File: src/rtl/ipv4_receive_header_check_defines.svh
// Assertion helpers for the RTL, used by irhc_queue. Both expect clk and arst_n in scope.
`ifndef IPV4_RECEIVE_HEADER_CHECK_DEFINES_SVH
`define IPV4_RECEIVE_HEADER_CHECK_DEFINES_SVH

// same-cycle implication
`define IRHC_ASSERT_IMP(lbl, ante, cons, msg) \
	lbl: assert property (@(posedge clk) disable iff (!arst_n) (ante) |-> (cons)) \
		else $error(msg);

// next-cycle implication
`define IRHC_ASSERT_NXT(lbl, ante, cons, msg) \
	lbl: assert property (@(posedge clk) disable iff (!arst_n) (ante) |=> (cons)) \
		else $error(msg);

`endif

File: src/rtl/irhc_pkg.sv
`default_nettype none
package irhc_pkg;

	typedef enum logic [2:0] {
		ST_ACCEPT   = 3'd0,
		ST_VERSION  = 3'd1,
		ST_HDR_LEN  = 3'd2,
		ST_TTL      = 3'd3,
		ST_CHECKSUM = 3'd4,
		ST_DEST     = 3'd5
	} status_t;

	typedef struct packed {
		logic        is_verdict;
		status_t     status;
		logic [7:0]  payload_byte;
		logic        end_of_output;
	} result_t;

	localparam int unsigned QUEUE_DEPTH_DEF = 4;

	localparam logic [3:0]  IP_VERSION     = 4'd4;
	localparam logic [5:0]  MIN_HDR_BYTES  = 6'd20;
	localparam logic [5:0]  TTL_OFFSET     = 6'd8;
	localparam logic [5:0]  DEST_FIRST     = 6'd16;
	localparam logic [5:0]  DEST_LAST      = 6'd19;
	localparam logic [15:0] CKSUM_GOOD     = 16'hffff;
	localparam logic [31:0] BCAST_ADDR     = 32'hffff_ffff;

endpackage
`default_nettype wire

File: src/rtl/irhc_front.sv
`default_nettype none
module irhc_front (
	input  wire logic              clk,
	input  wire logic              arst_n,
	input  wire logic              in_valid,
	input  wire logic              in_ready,
	input  wire logic [7:0]        packet_byte,
	input  wire logic              end_of_packet,
	input  wire logic [31:0]       local_address,
	output logic                   push,
	output irhc_pkg::result_t      push_data
);
	import irhc_pkg::*;

	typedef enum logic [1:0] {
		PH_HEADER,
		PH_FORWARD,
		PH_DROP
	} phase_t;

	phase_t      phase_q;
	logic [5:0]  byte_index_q;
	logic [5:0]  header_bytes_q;
	logic [15:0] sum_q;
	logic [7:0]  hold_q;
	logic [31:0] dest_q;
	status_t     early_q;

	logic        accept;
	logic        first;
	logic [5:0]  hb_first;
	logic [5:0]  hb;
	status_t     early_first;
	status_t     early_cur;
	status_t     early_next;
	logic        short_hdr;
	logic [16:0] sum_wide;
	logic [15:0] sum_fold;
	logic [15:0] sum_next;
	logic [31:0] dest_next;
	logic        last_hdr;
	status_t     verdict;
	logic        verdict_last;

	assign accept   = in_valid && in_ready;
	assign first    = (byte_index_q == '0);
	assign hb_first = {packet_byte[3:0], 2'b00};
	assign hb       = first ? hb_first : header_bytes_q;

	always_comb begin
		if (packet_byte[7:4] != IP_VERSION) begin
			early_first = ST_VERSION;
		end else if (hb_first < MIN_HDR_BYTES) begin
			early_first = ST_HDR_LEN;
		end else begin
			early_first = ST_ACCEPT;
		end
	end

	assign early_cur = first ? early_first : early_q;
	assign short_hdr = first && (hb_first < MIN_HDR_BYTES);

	// end-around carry add of the big-endian word
	assign sum_wide = {1'b0, sum_q} + {1'b0, hold_q, packet_byte};
	assign sum_fold = sum_wide[15:0] + {15'd0, sum_wide[16]};
	assign sum_next = byte_index_q[0] ? sum_fold : sum_q;

	assign early_next = (byte_index_q == TTL_OFFSET && packet_byte == 8'd0
		&& early_cur == ST_ACCEPT) ? ST_TTL : early_cur;

	assign dest_next = (byte_index_q >= DEST_FIRST && byte_index_q <= DEST_LAST)
		? {dest_q[23:0], packet_byte} : dest_q;

	assign last_hdr = ({1'b0, byte_index_q} + 7'd1) == {1'b0, hb};

	always_comb begin
		if (early_next != ST_ACCEPT) begin
			verdict = early_next;
		end else if (sum_next != CKSUM_GOOD) begin
			verdict = ST_CHECKSUM;
		end else if (dest_next != local_address && dest_next != BCAST_ADDR) begin
			verdict = ST_DEST;
		end else begin
			verdict = ST_ACCEPT;
		end
	end

	assign verdict_last = (verdict != ST_ACCEPT) || end_of_packet;

	always_comb begin
		push      = 1'b0;
		push_data = '{is_verdict: 1'b0, status: ST_ACCEPT, payload_byte: 8'd0,
			end_of_output: 1'b0};
		if (accept) begin
			case (phase_q)
				PH_FORWARD: begin
					push      = 1'b1;
					push_data = '{is_verdict: 1'b0, status: ST_ACCEPT,
						payload_byte: packet_byte, end_of_output: end_of_packet};
				end
				PH_HEADER: begin
					if (short_hdr) begin
						push      = 1'b1;
						push_data = '{is_verdict: 1'b1, status: early_first,
							payload_byte: 8'd0, end_of_output: 1'b1};
					end else if (last_hdr) begin
						push      = 1'b1;
						push_data = '{is_verdict: 1'b1, status: verdict,
							payload_byte: 8'd0, end_of_output: verdict_last};
					end else if (end_of_packet) begin
						push      = 1'b1;
						push_data = '{is_verdict: 1'b1,
							status: (early_next == ST_VERSION) ? ST_VERSION : ST_HDR_LEN,
							payload_byte: 8'd0, end_of_output: 1'b1};
					end
				end
				default: begin
					push = 1'b0;
				end
			endcase
		end
	end

	always_ff @(posedge clk or negedge arst_n) begin
		if (!arst_n) begin
			phase_q        <= PH_HEADER;
			byte_index_q   <= '0;
			header_bytes_q <= '0;
			sum_q          <= '0;
			hold_q         <= '0;
			dest_q         <= '0;
			early_q        <= ST_ACCEPT;
		end else if (accept) begin
			if (end_of_packet) begin
				phase_q        <= PH_HEADER;
				byte_index_q   <= '0;
				header_bytes_q <= '0;
				sum_q          <= '0;
				hold_q         <= '0;
				dest_q         <= '0;
				early_q        <= ST_ACCEPT;
			end else if (phase_q == PH_HEADER) begin
				header_bytes_q <= hb;
				if (short_hdr) begin
					early_q <= early_first;
					phase_q <= PH_DROP;
				end else begin
					early_q <= early_next;
					sum_q   <= sum_next;
					dest_q  <= dest_next;
					if (!byte_index_q[0]) begin
						hold_q <= packet_byte;
					end
					if (last_hdr) begin
						phase_q <= (verdict != ST_ACCEPT) ? PH_DROP : PH_FORWARD;
					end else begin
						byte_index_q <= byte_index_q + 6'd1;
					end
				end
			end
		end
	end

endmodule
`default_nettype wire

File: src/rtl/irhc_queue.sv
`default_nettype none
`include "ipv4_receive_header_check_defines.svh"
module irhc_queue #(
	parameter int unsigned DEPTH = irhc_pkg::QUEUE_DEPTH_DEF
) (
	input  wire logic              clk,
	input  wire logic              arst_n,
	input  wire logic              wr_en,
	input  wire irhc_pkg::result_t wr_data,
	input  wire logic              rd_en,
	output irhc_pkg::result_t      rd_data,
	output logic                   not_empty,
	output logic                   full
);
	import irhc_pkg::*;

	localparam int unsigned PTR_W = $clog2(DEPTH);
	localparam int unsigned CNT_W = $clog2(DEPTH + 1);
	localparam logic [PTR_W-1:0] PTR_LAST = PTR_W'(DEPTH - 1);
	localparam logic [CNT_W-1:0] CNT_FULL = CNT_W'(DEPTH);

	result_t          mem_q [DEPTH];
	logic [PTR_W-1:0] wr_ptr_q;
	logic [PTR_W-1:0] rd_ptr_q;
	logic [CNT_W-1:0] count_q;

	assign not_empty = (count_q != '0);
	assign full      = (count_q == CNT_FULL);
	assign rd_data   = mem_q[rd_ptr_q];

	always_ff @(posedge clk) begin
		if (wr_en) begin
			mem_q[wr_ptr_q] <= wr_data;
		end
	end

	always_ff @(posedge clk or negedge arst_n) begin
		if (!arst_n) begin
			wr_ptr_q <= '0;
			rd_ptr_q <= '0;
			count_q  <= '0;
		end else begin
			if (wr_en) begin
				wr_ptr_q <= (wr_ptr_q == PTR_LAST) ? '0 : wr_ptr_q + PTR_W'(1);
			end
			if (rd_en) begin
				rd_ptr_q <= (rd_ptr_q == PTR_LAST) ? '0 : rd_ptr_q + PTR_W'(1);
			end
			if (wr_en && !rd_en) begin
				count_q <= count_q + CNT_W'(1);
			end else if (rd_en && !wr_en) begin
				count_q <= count_q - CNT_W'(1);
			end
		end
	end

	`IRHC_ASSERT_IMP(a_no_overflow, wr_en, !full, "queue written while full")
	`IRHC_ASSERT_IMP(a_no_underflow, rd_en, not_empty, "queue read while empty")
	`IRHC_ASSERT_NXT(a_count_up, wr_en && !rd_en, count_q == $past(count_q) + CNT_W'(1), "queue count did not rise")
	`IRHC_ASSERT_NXT(a_count_down, rd_en && !wr_en, count_q == $past(count_q) - CNT_W'(1), "queue count did not fall")

endmodule
`default_nettype wire

File: src/rtl/irhc_back.sv
`default_nettype none
module irhc_back (
	input  wire logic              clk,
	input  wire logic              arst_n,
	input  wire irhc_pkg::result_t head,
	input  wire logic              head_valid,
	output logic                   pop,
	output logic                   m_tvalid,
	input  wire logic              m_tready,
	output logic [15:0]            m_tdata,
	output logic                   m_tuser,
	output logic                   m_tlast
);
	import irhc_pkg::*;

	result_t out_q;
	logic    valid_q;

	// refill the output register when it is empty or being taken
	assign pop = head_valid && (!valid_q || m_tready);

	always_ff @(posedge clk or negedge arst_n) begin
		if (!arst_n) begin
			valid_q <= 1'b0;
		end else if (!valid_q || m_tready) begin
			valid_q <= head_valid;
		end
	end

	always_ff @(posedge clk) begin
		if (pop) begin
			out_q <= head;
		end
	end

	assign m_tvalid = valid_q;
	assign m_tdata  = {5'd0, out_q.payload_byte, out_q.status};
	assign m_tuser  = out_q.is_verdict;
	assign m_tlast  = out_q.end_of_output;

endmodule
`default_nettype wire

File: src/rtl/ipv4_receive_header_check.sv
// IPv4 receive header check.
// Slave stream: one packet byte per transfer in s_tdata[7:0], s_tlast on the
// packet's final byte. Master stream: one result per transfer. m_tuser is 1
// for a header verdict, 0 for a forwarded payload byte; m_tdata carries
// status (verdict code, 0 = accept) and the payload byte; m_tlast marks the
// last result of a packet. Rejected packets are dropped after their verdict.
// local_address is written with local_address_wr_en; the user must write it only
// while the block is idle: the block itself does not enforce this.
// Throughput: one byte per cycle while the queue is not full. Each byte is
// classified combinationally by the front end (16-bit end-around add, compares);
// a result, if any, goes to the queue, then to the output register (m_tvalid).
// Stall: the queue (QUEUE_DEPTH entries) plus the output register absorb a
// stalled receiver; s_tready drops only when the queue is full, and bytes
// that produce no result still need a free queue slot to be taken.
// Reset: arst_n clears the queue, the output register and the header state;
// local_address returns to zero.
`default_nettype none
module ipv4_receive_header_check #(
	parameter int unsigned QUEUE_DEPTH = irhc_pkg::QUEUE_DEPTH_DEF
) (
	input  wire logic        clk,
	input  wire logic        arst_n,
	input  wire logic        local_address_wr_en,
	input  wire logic [31:0] local_address,
	input  wire logic        s_tvalid,
	output logic             s_tready,
	input  wire logic [7:0]  s_tdata,   // [7:0] packet_byte
	input  wire logic        s_tlast,
	output logic             m_tvalid,
	input  wire logic        m_tready,
	output logic [15:0]      m_tdata,   // [2:0] status, [10:3] payload_byte, rest zero
	output logic             m_tuser,   // is_verdict
	output logic             m_tlast
);
	import irhc_pkg::*;

	logic [31:0] local_address_q;
	logic        push;
	result_t     push_data;
	result_t     head;
	logic        head_valid;
	logic        pop;
	logic        full;

	always_ff @(posedge clk or negedge arst_n) begin
		if (!arst_n) begin
			local_address_q <= '0;
		end else if (local_address_wr_en) begin
			local_address_q <= local_address;
		end
	end

	assign s_tready = !full;

	irhc_front u_front (
		.clk           (clk),
		.arst_n        (arst_n),
		.in_valid      (s_tvalid),
		.in_ready      (s_tready),
		.packet_byte   (s_tdata),
		.end_of_packet (s_tlast),
		.local_address (local_address_q),
		.push          (push),
		.push_data     (push_data)
	);

	irhc_queue #(
		.DEPTH (QUEUE_DEPTH)
	) u_queue (
		.clk       (clk),
		.arst_n    (arst_n),
		.wr_en     (push),
		.wr_data   (push_data),
		.rd_en     (pop),
		.rd_data   (head),
		.not_empty (head_valid),
		.full      (full)
	);

	irhc_back u_back (
		.clk        (clk),
		.arst_n     (arst_n),
		.head       (head),
		.head_valid (head_valid),
		.pop        (pop),
		.m_tvalid   (m_tvalid),
		.m_tready   (m_tready),
		.m_tdata    (m_tdata),
		.m_tuser    (m_tuser),
		.m_tlast    (m_tlast)
	);

endmodule
`default_nettype wire
File: config.mk
export PLATFORM = sky130hd
export DESIGN_NAME = ipv4_receive_header_check
export DESIGN_NICKNAME = d
export VERILOG_FILES = /design/src/rtl/irhc_pkg.sv /design/src/rtl/irhc_front.sv /design/src/rtl/irhc_queue.sv /design/src/rtl/irhc_back.sv /design/src/rtl/ipv4_receive_header_check.sv
export VERILOG_INCLUDE_DIRS = /design/src /design/src/rtl
export SDC_FILE = /design/constraint.sdc
export NUM_CORES = 1
export LEC_CHECK = 0
export BUFFER_PORTS_ARGS = -buffer_cell sky130_fd_sc_hd__buf_2
export CAP_MARGIN = 5
export CORE_MARGIN = 3
export CORE_UTILIZATION = 58
export CTS_CLUSTER_SIZE = 30
export DETAILED_ROUTE_END_ITERATION = 16
export PLACE_DENSITY_LB_ADDON = 0.1
export SYNTH_ARGS = -nofsm -noshare
export SYNTH_HDL_FRONTEND = slang
export SYNTH_SLANG_ARGS = --single-unit
File: constraint.sdc
create_clock -name clk -period 5.4 [get_ports clk]
set_input_delay 0.54 -clock clk [delete_from_list [all_inputs] [get_ports clk]]
set_output_delay 0.54 -clock clk [all_outputs]
set_load 0.005 [all_outputs]
# [Word level (Yosys, flattened, before mapping)]
# Memories as Yosys holds them, arrays and structs flattened. A register that Yosys moved wholly into a read port is not among the register bits.
# Index checks and enable logic that the tools add are counted.
[word_totals] regBits=113 ramBits=52 word_cells=119 mem_count=1
[memory_table] memory="u_queue.mem_q" depth=4 word_bits=13 read_ports=1 rd_clocked_by_memory_dff=1 write_ports=1 line_no="irhc_queue.sv:22" source="result_t mem_q [DEPTH];"
[classes] n_addsub=8 order_cmp=3 eq_ne=14 n_mux=51 reduce_logical=30
[ops] cell="32-bit 2-to-1 mux" n=4
[ops] cell="16-bit 2-to-1 mux" n=4
[ops] cell="13-bit 2-to-1 mux" n=4
[ops] cell="6-bit 2-to-1 mux" n=7
[ops] cell="8-bit 2-to-1 mux" n=4
[ops] cell="32-bit != test" n=1
[ops] cell="32-bit != test (second input constant)" n=1
[ops] cell="3-bit 2-to-1 mux" n=10
[ops] cell="13-bit one-hot mux with 2 select lines" n=1
[ops] cell="2-bit 2-to-1 mux" n=10
[ops] cell="16-bit by 16-bit adder with 17-bit output" n=1
[ops] cell="16-bit by 1-bit adder with 16-bit output" n=1
[ops] cell="16-bit != test (second input constant)" n=1
[ops] cell="3-bit nonzero test" n=4
[ops] cell="1-bit logical AND" n=9
[ops] cell="8-bit zero test" n=1
[ops] cell="4-bit AND reduction" n=2
[ops] cell="6-bit by 1-bit adder with 7-bit output (second input constant)" n=1
[ops] cell="7-bit by 6-bit equality test with 1-bit output" n=1
[ops] cell="6-bit by 1-bit adder with 6-bit output (second input constant)" n=1
[ops] cell="6-bit by 4-bit equality test with 1-bit output (second input constant)" n=1
[ops] cell="6-bit by 5-bit >= comparator with 1-bit output (second input constant)" n=1
[ops] cell="6-bit by 5-bit <= comparator with 1-bit output (second input constant)" n=1
[ops] cell="6-bit zero test" n=1
[ops] cell="other kinds (19)" n=34

# [Depth between registers and ports, before layout]
# Gate-level depths: netlist (run 1).
[logic_depth] depth_word=15 mapped_depth=20

# [Hierarchy]
# Synthesis (run 1) repeated with hierarchy kept, for this count alone.
[hier_totals] hier_cells=837 area_unflattened_um2=9927.0
[modules_own_cells] mod="irhc_front" n_inst=1 cells_each=640 area_per_inst_um2=5780.5 seq_area_each_um2=1826.8
[modules_own_cells] mod="irhc_queue" n_inst=1 cells_each=105 area_per_inst_um2=2322.2 seq_area_each_um2=1736.7
[modules_own_cells] mod="ipv4_receive_header_check" n_inst=1 cells_each=69 area_per_inst_um2=1348.8 seq_area_each_um2=800.8
[modules_own_cells] mod="irhc_back" n_inst=1 cells_each=23 area_per_inst_um2=475.5 seq_area_each_um2=415.4

# [Least setup slack after synthesis (run 1)]
# No wires, ideal clock.
[synth_path] path_kind="input port to flip-flop" from="input port s_tdata[1]" to="memory u_queue.mem_q[0][9] in the netlist's numbering (data pin)" setup_time_ns=0.219 arrival_ns=4.393 required_ns=5.181 setup_slack_ns=0.788 cell_stages=20 path_buffers=1 path_cell_list="clkbuf_1 inv_1 fa_1 and2b_1 o21ai_0 a211oi_1 o41ai_1 nor2b_1 o21ai_0 nand2b_1 ha_1 nand2b_1 nor2_1 nand3_1 or4_4 nand3_1 o2111ai_1 a211oi_1 nand4_1 o31ai_1"
[synth_rtl] item="start: declaration" line_no="ipv4_receive_header_check.sv:27" source="input wire logic [7:0] s_tdata,"
[synth_rtl] item="end: declaration" line_no="irhc_queue.sv:22"

==> metrics.md, run 1 <==
| Metric | Value |
|---|---|
| Synth top area share | 0.2994 |
| Place WS | 175.8 ps |
| WL/cell | approximately 20 µm |
| Worst EP arrival | between 5000 and 6000 ps |
| Final RePlAce weighted congestion | around 0.9 |
| Most frequent cells in the layout | 113 x dfrtp_1, 65 x edfxtp_1, 62 x nand2_1, 59 x buf_2, 43 x o21ai_0 |
| Longest Clk Path Bufs | 2 |
| Yosys top cell by area | dfrtp_1 |
| Drt pass-1 iters | 6 |
| I/O pin count | 66 |
| HP Class | in -> async |
| Chip Height | 133.6 µm |
| CP Capture Type | register |
| DRC | 0 |
| PwrDens | 429.6 nW/µm² |
| Fin cells | 1,101 |
| Setup violators final | 0 |
| Area growth, synth to finish | 11.83% |
| Via-per-instance ratio | around 6.2 |
| Fmax | 0.2040 GHz |
| Max_slew headroom | 0.1570 |
| Predominant post-synthesis flop cell | dfrtp_1 |
| Tmin final | a little under 5000 ps |
| Crit-path max FO | 5 |
| Largest net degree at the start of global routing | between 60 and 70 |
| Yosys cell types | 76 |
| Synth Instances | 813 |
| H-tree depth | 4 |
| Starting Density | 0.5945 |
| Number of buffers added on ports | 60 |
| Most common cell after layout, fill and taps aside | dfrtp_1 |
| Seq/Total Area, Yosys | 0.5061 |
| Placed insts | 1,069 |
| Crit Path Category | reg -> reg |
| Total Power | about 4.5 mW |
| Crit share post-route | 0.9076 |
| Row count | 46 |
| RSZ-0062 raised after global routing | no |
| Flop2flop setup slack | 500 ps |
| Setup TNS | 0 ps |
| Fraction of final layout cells sized beyond drive strength 1 | 0.1910 |
| Nets | between 900 and 1,000 |
| Area of the multi-input gates | between 4000 and 5000 µm² |
| Slew @ Worst Pin | between 1000 and 1500 ps |
| Gr usage total | 0.2497 |
| CORE AREA | between 15,000 and 20,000 µm² |
| Clk sinks | 178 |
| Clock skew | around 9.7 ps |
| Root buffer cell | clkbuf_16 |
| Vias | 6,869 |
| Post-synth EDFFs | 65 |
| Mean post-synth cell area | ~12 µm² |
| Final Util | 0.6649 |
| Final hold viol count | 0 |
| Data required, critical path | roughly 5600 ps |
| Post-synthesis register bit count | 178 |
| Clk slew on worst S/H paths | 70 ps |
| Routed Antenna Nets | 0 |
| Pleak | about 4.4 nW |
| Async SR Flop Fraction | 0.6348 |
| Iteration-0 DRC count of the detailed router | between 500 and 600 |
| Post-CTS Setup Bufs | 0 |
| Die area | 17,850 µm² |
| Remaining global-route overflow | 0 |
| Yosys Warn Count | 0 |
| Mapped Area | between 9000 and 10,000 µm² |
| Routed WL | around 22,000 µm |
| Sequential cell area | approximately 4800 µm² |
| First-pass GRT wire length | about 35,000 µm |
| Status | complete, no violations |
| Chip width | ~130 µm |
| Setup WS post-layout | approximately 500 ps |
| CTS tree | done |
| Area contributors post-synth | dfrtp_1 30%, edfxtp_1 21%, mux2_2 4.4% |
| Initial antenna violation count | 0 |
| CTS buffer count | 17 |
| Fillers | 1,229 |
| # diodes | 0 |
| VDD IR max | 0.2641 mV |
| Max-slew violations | 0 |
| Vias in the first global route | slightly below 7,000 |
| Skew-Pair Late Insertion Delay | approximately 430 ps |
| Detail Placement HPWL | roughly 15,000 µm |
| Max-cap violation count | 0 |
| Startpoint Class | register |
==> logic make-up (layout without fill, tap and decap cells) <==
| kind of cell | after synthesis | in the layout | share of synthesized area |
|---|---|---|---|
| AO/OA/AOI/OAI | 177 | 177 | 0.1369 |
| flip-flops | 178 | 178 | 0.5061 |
| other | 1 | 5 | 0.0003971 |
| buffers and inverters | 59 | 127 | 0.02729 |
| adder cells (fa/ha/maj) | 28 | 28 | 0.03869 |
| AND/OR/NAND/NOR | 224 | 224 | 0.1223 |
| XOR/XNOR | 64 | 64 | 0.05935 |
| multiplexers | 82 | 82 | 0.1090 |
==> per-layer routing <==
metal,vias up,global-route usage,part of all wire
met2,289,0.3846,0.47
li1,3158,-,-
met4,0,0.09257,0.024
met3,42,0.04230,0.063
met5,-,0,0
met1,3380,0.3604,0.45
==> synth_stat cells (8+ instances only) <==
| master | count |
|---|---|
| a21o_1 | 9 |
| a21oi_1 | 16 |
| a22o_1 | 41 |
| and2_1 | 16 |
| and3_1 | 9 |
| buf_2 | 8 |
| clkbuf_1 | 21 |
| dfrtp_1 | 113 |
| edfxtp_1 | 65 |
| ha_1 | 26 |
| inv_1 | 19 |
| mux2_2 | 37 |
| mux2i_1 | 32 |
| mux4_2 | 13 |
| nand2_1 | 62 |
| nand3_1 | 18 |
| nand4_1 | 14 |
| nor2_1 | 40 |
| nor2b_1 | 8 |
| nor3_1 | 18 |
| nor4_1 | 11 |
| o21ai_0 | 44 |
| or3_1 | 8 |
| xnor2_1 | 40 |
| xor2_1 | 24 |
==> power by group <==
part	switching, mW	internal (mW)	total (mW)	leakage (nW)
Combinational	0.822	0.602	1.42	2.06
Clock	0.529	0.691	1.22	0.282
Sequential	0.215	1.68	1.89	2.08
==> repair_timing <==
action | CTS | global route
hold buffers | 0 | 0
endpoints found under the setup margin | 0 | 8
gates resized for setup | 0 | 2
==> final timing paths <==
kind                                                     start                         endpoint  cells after the start
worst max-delay path              u_front.sum_q[0]$_DFFE_PN0P_    u_queue.mem_q[3][9]$_DFFE_PP_                     20
worst min-delay path                                    arst_n  local_address_q[25]$_DFFE_PN0P_                      1
worst max register to register    u_front.sum_q[0]$_DFFE_PN0P_    u_queue.mem_q[3][9]$_DFFE_PP_                     20
worst min register to register  u_front.dest_q[27]$_DFFE_PN0P_   u_front.dest_q[27]$_DFFE_PN0P_                      2
max in group asynchronous                               arst_n   u_queue.count_q[1]$_DFFE_PN0P_                      2
min in group clk                                      m_tready      u_back.m_tvalid$_DFFE_PN0N_                      2
==> worst max-delay path: stages (launching register included) <==
cell,delay [ps]
dfrtp_1,380
ha_1,210
inv_1,60
fa_1,390
and2b_1,270
o21ai_0,120
a211oi_1,370
o41ai_1,180
nor2b_1,140
o21ai_0,90
nand2b_1,110
ha_1,150
nand2b_1,80
nor2_1,230
nand3_1,220
or4_4,620
nor2_2,110
xor2_1,90
o21ai_1,250
nand4_1,230
o31ai_2,390
==> final cells by class <==
class                   count  share of cell area
clock buffers              19             0.04099
clock inverters            13             0.01481
repair buffers             75             0.03933
inverters                  20            0.007108
well taps                 216             0.02559
multi-input cells         580              0.4196
flip-flops and latches    178              0.4526
==> stage by stage <==
stage	cell area (µm²)	hold slack [ps]
after floorplan	9459	244.4
after global placement	9966	463.6
after detailed placement	9966	480.7
after CTS	10560	223.6
after global routing	10560	245.2
final	10560	197.0
==> flip-flops by register name (all words and copies together), names as in the netlist <==
signal / flops
local_address_q: 32
u_back.m_tdata: 11
u_back.m_tlast: 1
u_back.m_tuser: 1
u_back.m_tvalid: 1
u_front.byte_index_q: 6
u_front.dest_q: 32
u_front.early_q: 3
u_front.header_bytes_q: 6
u_front.hold_q: 8
u_front.phase_q: 2
u_front.sum_q: 16
u_queue.count_q: 3
u_queue.mem_q: 52
u_queue.rd_ptr_q: 2
u_queue.wr_ptr_q: 2
No activity file was read; power rests on OpenSTA's default activity.
==> run 2: changes to the inputs <==
--- a/config.mk
+++ b/config.mk
@@ -9,7 +9,7 @@
 export BUFFER_PORTS_ARGS = -buffer_cell sky130_fd_sc_hd__buf_2
 export CAP_MARGIN = 5
 export CORE_MARGIN = 3
-export CORE_UTILIZATION = 58
+export CORE_UTILIZATION = 55
 export CTS_CLUSTER_SIZE = 30
 export DETAILED_ROUTE_END_ITERATION = 16
 export PLACE_DENSITY_LB_ADDON = 0.1
==> constraint.sdc (replaced) <==
create_clock -name clk -period 4.4 [get_ports clk]
set_input_delay 0.44 -clock clk [delete_from_list [all_inputs] [get_ports clk]]
set_output_delay 0.44 -clock clk [all_outputs]
set_load 0.005 [all_outputs]
==> run 2 against run 1 <==
  * The run now ends with setup timing left
  * Clock skew down 2.9 ps
  * Worst hold slack improved by 10 ps
  * Final area grew 4.2%
  * Fmax up 9.6%
  * Global-route usage shrank 0.39 points
  * Wire length rose by 5.4%
  * Combinational power up 35%
  * Critical endpoint is now u_front.phase_q[1]$_DFFE_PN0P_
  * Largest cell class unchanged
  * Highest routed layer unchanged
==> metrics.md, run 2 (same netlist as run 1, synthesis figures left out) <==
| Metric | Value |
|---|---|
| H-tree depth | 4 (unchanged) |
| Chip Height | 137.0 µm (+2.6%) |
| Status | complete, but fails checks |
| Max-cap violation count | 0 (unchanged) |
| Startpoint Class | register |
| Nets | 982 (+3.8%) |
| Clk sinks | 178 (unchanged) |
| Root buffer cell | clkbuf_16 |
| Longest Clk Path Bufs | 2 (unchanged) |
| Pleak | 4.647 nW (+5.0%) |
| RSZ-0062 raised after global routing | yes |
| Max incr delay on CP | 560 ps (-60 ps) |
| Place WS | -258.4 ps (-434.2 ps) |
| Top flop regs | u_queue.mem_q: 52 flops, local_address_q: 32 flops, u_front.dest_q: 32 flops |
| Data required, critical path | 4710 ps (-900 ps) |
| Row count | 47 (+2.2%) |
| # diodes | 0 (unchanged) |
| Most frequent cells in the layout | 113 x dfrtp_1, 65 x edfxtp_1, 62 x nand2_1, 59 x buf_2, 51 x buf_4 |
| DRC | 0 (unchanged) |
| PwrDens | 520.4 nW/µm² (+21%) |
| Largest net degree at the start of global routing | 56 (-11%) |
| HP Class | in -> reg |
| Gr usage total | 0.2457 (-0.003938) |
| Violated checks | setup timing |
| Number of buffers added on ports | 60 (unchanged) |
| Initial antenna violation count | 0 (unchanged) |
| Worst EP arrival | 4790 ps (-320 ps) |
| Worst path buffer plus inverter count | 2 (+1) |
| Vias | 6,943 (+1.1%) |
| CTS tree | done |
| Cell Area, Placed | 10,200 µm² (+2.4%) |
| Setup violators final | 2 (+2) |
| CORE AREA | 16,700 µm² (+5.1%) |
| Clock skew | 6.759 ps (-2.945 ps) |
| CP Cell Sequence | ha_2, inv_2, fa_2, and2b_1, o21ai_2, a211oi_2, o41ai_2, nor2b_1, o21ai_1, nand2b_1, ha_2, nand2b_4, nor2_4, nand3_4, or4_4, nand3_2, o2111ai_2, a211oi_2, nand4_1, buf_4, o211a_1 |
| Die area | 18,780 µm² (+5.2%) |
| Fraction of final layout cells sized beyond drive strength 1 | 0.2519 (+0.06094) |
| Remaining global-route overflow | 0 (unchanged) |
| Most common cell after layout, fill and taps aside | dfrtp_1 |
| Min-delay src | m_tready |
| Via-per-instance ratio | 6.085 (-2.5%) |
| Total Power | 5.725 mW (+26%) |
| CP Capture Type | register |
| Fmax | 0.2236 GHz (+9.6%) |
| Crit share post-route | 1.016 (+0.1088) |
| Chip width | 137.0 µm (+2.6%) |
| CTS buffer count | 17 (unchanged) |
| VDD IR max | 0.3096 mV (+17%) |
| Final RePlAce weighted congestion | 0.9404 (+3.2%) |
| Crit-path max FO | 5 (unchanged) |
| Crit Path Category | reg -> reg |
| Routed Antenna Nets | 0 (unchanged) |
| Drt pass-1 iters | 5 (-1) |
| Hold path cells | 2 |
| Max stage delay cell, worst path | or4_4 |
| Skew-Pair Late Insertion Delay | 430 ps (about the same) |
| Most flop-heavy register | u_queue.mem_q |
| Tmin final | 4472 ps (-429.0 ps) |
| Iteration-0 DRC count of the detailed router | 555 (+3.7%) |
| Clk slew on worst S/H paths | 70 ps (about the same) |
| Flop2flop setup slack | -70 ps (-570 ps) |
| Slew @ Worst Pin | 914.5 ps (-350.1 ps) |
| Setup WS post-layout | -72.01 ps (-571.0 ps) |
| Final hold viol count | 0 (unchanged) |
| I/O pin count | 66 (unchanged) |
| WL/cell | 19.86 µm (+1.7%) |
| Max_slew headroom | 0.3863 (+0.2293) |
| First-pass GRT wire length | 35,550 µm (+0.17%) |
| Routed WL | 22,670 µm (+5.4%) |
| Area growth, synth to finish | 16.48% |
| Hold Slack | 207.4 ps (+10.34 ps) |
| Cell family with most CP delay | simple AND/OR/NAND/NOR gates |
| Reg2reg end | u_front.phase_q[1]$_DFFE_PN0P_ |
| Vias in the first global route | 6,719 (-0.91%) |
| Max-slew violations | 0 (unchanged) |
| Path depth of the worst reg2reg path | 21 (+5.0%) |
| R2r startpoint | u_front.sum_q[0]$_DFFE_PN0P_ |
| Detail Placement HPWL | 16,140 µm (+4.3%) |
| Starting Density | 0.5655 (-0.02904) |
| Hold Crit Endpoint | u_back.m_tvalid$_DFFE_PN0N_ |
| Largest register FFs | 52 (unchanged) |
| Design Area, Final | 11,000 µm² (+4.2%) |
==> run 2: cell count changes in the layout (fill, tap and decap cells not counted), moves of 4 or more <==
| cell | delta |
|---|---|
| buf_4 | +35 |
| a211oi_1 | -4 |
| a211oi_2 | +4 |
| o21ai_0 | -4 |
==> run 2: cell type report <==
class                   instances  area [µm²]
clock buffers                  17       425.4
multi-input cells             580        4592
well taps                     220       275.3
fillers                      1278        5700
inverters                      20       75.07
clock inverters                15       165.2
repair buffers                111       688.2
flip-flops and latches        178        4780
==> run 2: through the flow <==
stage | cells | utilization | TNS [ps]
finish | 1141 | 0.6587 | -128.5
global route | 1141 | 0.6587 | -2369
CTS | 1136 | 0.6492 | 0
detailed placement | 1102 | 0.6109 | -2634
global placement | 1102 | 0.6109 | -1171
floorplan | 817 | - | 0
==> run 2: metal layers <==
metal / up-vias / track usage / share of wire
li1: 3215 / - / -
met1: 3449 / 0.3440 / 0.45
met2: 250 / 0.3962 / 0.49
met3: 29 / 0.04081 / 0.053
met4: 0 / 0.07373 / 0.014
met5: - / 0 / 0
==> run 2: worst max path at each step <==
stage / cells after the start / slack (ps) / endpoint / from
6_report: 21 / -70 / u_front.phase_q[1]$_DFFE_PN0P_ / u_front.sum_q[0]$_DFFE_PN0P_
3_3_place_gp: 22 / -130 / u_queue.mem_q[0][0]$_DFFE_PP_ / s_tdata[0]
4_1_cts: 21 / 30 / u_queue.mem_q[3][0]$_DFFE_PP_ / u_front.sum_q[0]$_DFFE_PN0P_
3_5_place_dp: 21 / -260 / u_queue.mem_q[0][9]$_DFFE_PP_ / s_tdata[0]
5_1_grt: 21 / -220 / u_front.phase_q[1]$_DFFE_PN0P_ / u_front.sum_q[0]$_DFFE_PN0P_
2_1_floorplan: 20 / 50 / u_queue.mem_q[0][0]$_DFFE_PP_ / s_tdata[1]
==> run 2: what timing repair did <==
item | CTS | global route
pin swaps | 2 | 15
setup endpoints to repair | 12 | 14
endpoints found under the hold margin | 9 | 0
buffers inserted | 1 | 5
hold buffers | 1 | 0
gates resized for setup | 5 | 28
==> run 2: where the power goes <==
group / total [mW] / switching [mW] / internal, mW / leakage, nW
Sequential: 2.32 / 0.265 / 2.06 / 2.08
Combinational: 1.92 / 1.09 / 0.832 / 2.29
Clock: 1.48 / 0.718 / 0.760 / 0.279
Total: 5.73 / 2.08 / 3.65 / 4.65
==> run 3: changes to the inputs <==
--- a/config.mk
+++ b/config.mk
@@ -6,7 +6,7 @@
 export SDC_FILE = /design/constraint.sdc
 export NUM_CORES = 1
 export LEC_CHECK = 0
-export BUFFER_PORTS_ARGS = -buffer_cell sky130_fd_sc_hd__buf_2
+export BUFFER_PORTS_ARGS = -buffer_cell sky130_fd_sc_hd__buf_4
 export CAP_MARGIN = 5
 export CORE_MARGIN = 3
 export CORE_UTILIZATION = 55
==> constraint.sdc (replaced) <==
create_clock -name clk -period 4.4 [get_ports clk]
set_input_delay 0.44 -clock clk [delete_from_list [all_inputs] [get_ports clk]]
set_output_delay 0.44 -clock clk [all_outputs]
set_load 0.1 [all_outputs]
==> run 3 against run 2 <==
  * The run now ends clean
  * Largest cell class unchanged
  * Sequential cell count unchanged
  * Largest power group is now combinational cells
  * Die area unchanged
  * Critical path depth decreased by 1
  * Combinational power increased by 27%
  * Clock power about the same
  * Global-route usage increased by 0.85 points
  * First-iteration DRC count decreased by 4.3%
  * Non-clock buffer count increased by 3
==> metrics.md, run 3 (same netlist as run 1, synthesis figures left out) <==
| Metric | Value |
|---|---|
| VDD IR max | 0.4205 mV (+36%) |
| CTS tree | done |
| Skew-Pair Late Insertion Delay | 430 ps (about the same) |
| Root buffer cell | clkbuf_16 |
| CTS buffer count | 17 (unchanged) |
| Via-per-instance ratio | 6.075 (-0.16%) |
| Detail Placement HPWL | 16,640 µm (+3.1%) |
| Clk slew on worst S/H paths | 70 ps (about the same) |
| H-tree depth | 4 (unchanged) |
| Die area | 18,780 µm² (unchanged) |
| Fillers | 1,263 (-1.2%) |
| Flop2flop setup slack | 40 ps (+110 ps) |
| Iteration-0 DRC count of the detailed router | 531 (-4.3%) |
| Most common cell after layout, fill and taps aside | dfrtp_1 |
| Min-delay src | m_tready |
| Nets | 985 (+0.31%) |
| Area growth, synth to finish | 17.86% |
| Vias | 6,950 (+0.10%) |
| Max incr delay on CP | 560 ps (about the same) |
| Fmax | 0.2293 GHz (+2.5%) |
| Worst path buffer plus inverter count | 1 (-1) |
| Crit Path Category | reg -> reg |
| Reg2reg end | u_queue.mem_q[0][9]$_DFFE_PP_ |
| Top flop regs | u_queue.mem_q: 52 flops, local_address_q: 32 flops, u_front.dest_q: 32 flops |
| Max-slew violations | 0 (unchanged) |
| Crit share post-route | 0.9911 (-0.02525) |
| DRC | 0 (unchanged) |
| Chip width | 137.0 µm (unchanged) |
| Drt pass-1 iters | 8 (+3) |
| WL/cell | 20.35 µm (+2.4%) |
| Cell family with most CP delay | simple AND/OR/NAND/NOR gates |
| Clk sinks | 178 (unchanged) |
| Most frequent cells in the layout | 113 x dfrtp_1, 112 x buf_4, 65 x edfxtp_1, 62 x nand2_1, 41 x a22o_1 |
| Hold path cells | 2 (unchanged) |
| Number of buffers added on ports | 60 (unchanged) |
| Largest register FFs | 52 (unchanged) |
| Longest Clk Path Bufs | 2 (unchanged) |
| Max-cap violation count | 0 (unchanged) |
| # diodes | 0 (unchanged) |
| Initial antenna violation count | 0 (unchanged) |
| I/O pin count | 66 (unchanged) |
| Starting Density | 0.5655 (unchanged) |
| Worst EP arrival | 4590 ps (-200 ps) |
| Gr usage total | 0.2542 (+0.008485) |
| Chip Height | 137.0 µm (unchanged) |
| Routed Antenna Nets | 0 (unchanged) |
| Tmin final | 4361 ps (-111.1 ps) |
| Total Power | 6.222 mW (+8.7%) |
| Vias in the first global route | 6,935 (+3.2%) |
| HP Class | in -> reg |
| Max stage delay cell, worst path | or4_4 |
| Most flop-heavy register | u_queue.mem_q |
| Final Util | 0.6665 (+0.007792) |
| CP Capture Type | register |
| Setup TNS | 0 ps (+128.5 ps) |
| Pleak | 4.692 nW (+0.95%) |
| Crit-path max FO | 5 (unchanged) |
| Largest net degree at the start of global routing | 43 (-23%) |
| Startpoint Class | register |
| Slew @ Worst Pin | 934.9 ps (+20.41 ps) |
| Remaining global-route overflow | 0 (unchanged) |
| Max_slew headroom | 0.3768 (-0.009517) |
| Routed WL | 23,280 µm (+2.7%) |
| RSZ-0062 raised after global routing | yes |
| Final hold viol count | 0 (unchanged) |
| First-pass GRT wire length | 36,980 µm (+4.0%) |
| Path depth of the worst reg2reg path | 20 (-4.8%) |
| Fraction of final layout cells sized beyond drive strength 1 | 0.2478 (-0.004065) |
| CORE AREA | 16,700 µm² (unchanged) |
| Row count | 47 (unchanged) |
| Clock skew | 8.469 ps (+1.710 ps) |
| Hold Crit Endpoint | u_back.m_tvalid$_DFFE_PN0N_ |
| CP Cell Sequence | ha_2, inv_2, fa_2, and2b_1, o21ai_1, a211oi_2, o41ai_2, nor2b_1, o21ai_1, nand2b_1, ha_2, nand2b_4, nor2_4, nand3_4, or4_4, nand3_2, o2111ai_2, a211oi_2, nand4_1, o31ai_4 |
| R2r startpoint | u_front.sum_q[0]$_DFFE_PN0P_ |
| Final RePlAce weighted congestion | 0.9315 (-0.95%) |
| Setup violators final | 0 (-2) |
| Status | complete, no violations |
| PwrDens | 559.0 nW/µm² (+7.4%) |
| Data required, critical path | 4630 ps (-80 ps) |
==> run 3: cell count changes in the layout (fill, tap and decap cells not counted), sizes merged <==
cell / before / now
buf: 110 / 113
clkinv: 7 / 4
clkinvlp: 3 / 5
inv: 25 / 26
==> run 3: per-stage QoR <==
stage | cell area (µm²) | cells | setup slack, ps | hold WS (ps)
floorplan | 9473 | 817 | 53.84 | 144.4
global placement | 10350 | 1102 | -80.07 | 422.7
detailed placement | 10350 | 1102 | -194.4 | 429.8
CTS | 10950 | 1135 | 14.02 | 189.4
global route | 11130 | 1144 | -185.3 | 197.0
finish | 11130 | 1144 | 39.10 | 198.1
==> run 3: where the power goes <==
part	total, mW	switching [mW]	internal [mW]
Clock	1.45	0.698	0.750
Sequential	2.34	0.280	2.06
Combinational	2.44	1.56	0.881
Total	6.22	2.53	3.69
==> run 3: layer usage <==
layer / vias up / global-route usage / share of wire
met5: - / 0 / 0
met4: 0 / 0.06541 / 0.013
met3: 28 / 0.04632 / 0.055
met2: 248 / 0.4193 / 0.50
met1: 3460 / 0.3491 / 0.44
li1: 3214 / - / -
==> run 3: worst max-delay path by stage <==
stage                                      start                              to  slack, ps  cells past startpoint
finish              u_front.sum_q[0]$_DFFE_PN0P_   u_queue.mem_q[0][9]$_DFFE_PP_         40                     20
global route        u_front.sum_q[0]$_DFFE_PN0P_   u_queue.mem_q[2][0]$_DFFE_PP_       -190                     22
CTS                 u_front.sum_q[0]$_DFFE_PN0P_  u_queue.mem_q[1][11]$_DFFE_PP_         10                     20
detailed placement                    s_tdata[0]   u_queue.mem_q[2][9]$_DFFE_PP_       -190                     21
global placement                      s_tdata[0]   u_queue.mem_q[0][0]$_DFFE_PP_        -80                     22
floorplan                             s_tdata[1]   u_queue.mem_q[0][0]$_DFFE_PP_         50                     20
==> run 3: cell type report <==
| type | count | area (µm²) | share of cell area |
|---|---|---|---|
| well taps | 220 | 275.3 | 0.02473 |
| multi-input cells | 580 | 4564 | 0.4101 |
| clock inverters | 15 | 145.1 | 0.01304 |
| repair buffers | 114 | 865.8 | 0.07779 |
| inverters | 20 | 75.07 | 0.006745 |
| flip-flops and latches | 178 | 4780 | 0.4294 |
| clock buffers | 17 | 425.4 | 0.03822 |
==> run 3: worst register-to-register path: stages, from the launching register on <==
cell and delay (ps):
dfrtp_1 400, ha_2 210, inv_2 40, fa_2 320, and2b_1 230, o21ai_1 90
a211oi_2 300, o41ai_2 130, nor2b_1 120, o21ai_1 70, nand2b_1 110, ha_2 200
nand2b_4 60, nor2_4 160, nand3_4 120, or4_4 560, nand3_2 110, o2111ai_2 100
a211oi_2 230, nand4_1 240, o31ai_4 370
==> run 3: repair_timing <==
action | in CTS | in global routing
pin swaps | 1 | 18
endpoints found under the hold margin | 32 | 0
gates resized for setup | 3 | 24
endpoints found under the setup margin | 14 | 14
hold buffers | 1 | 0
buffers inserted | 0 | 8
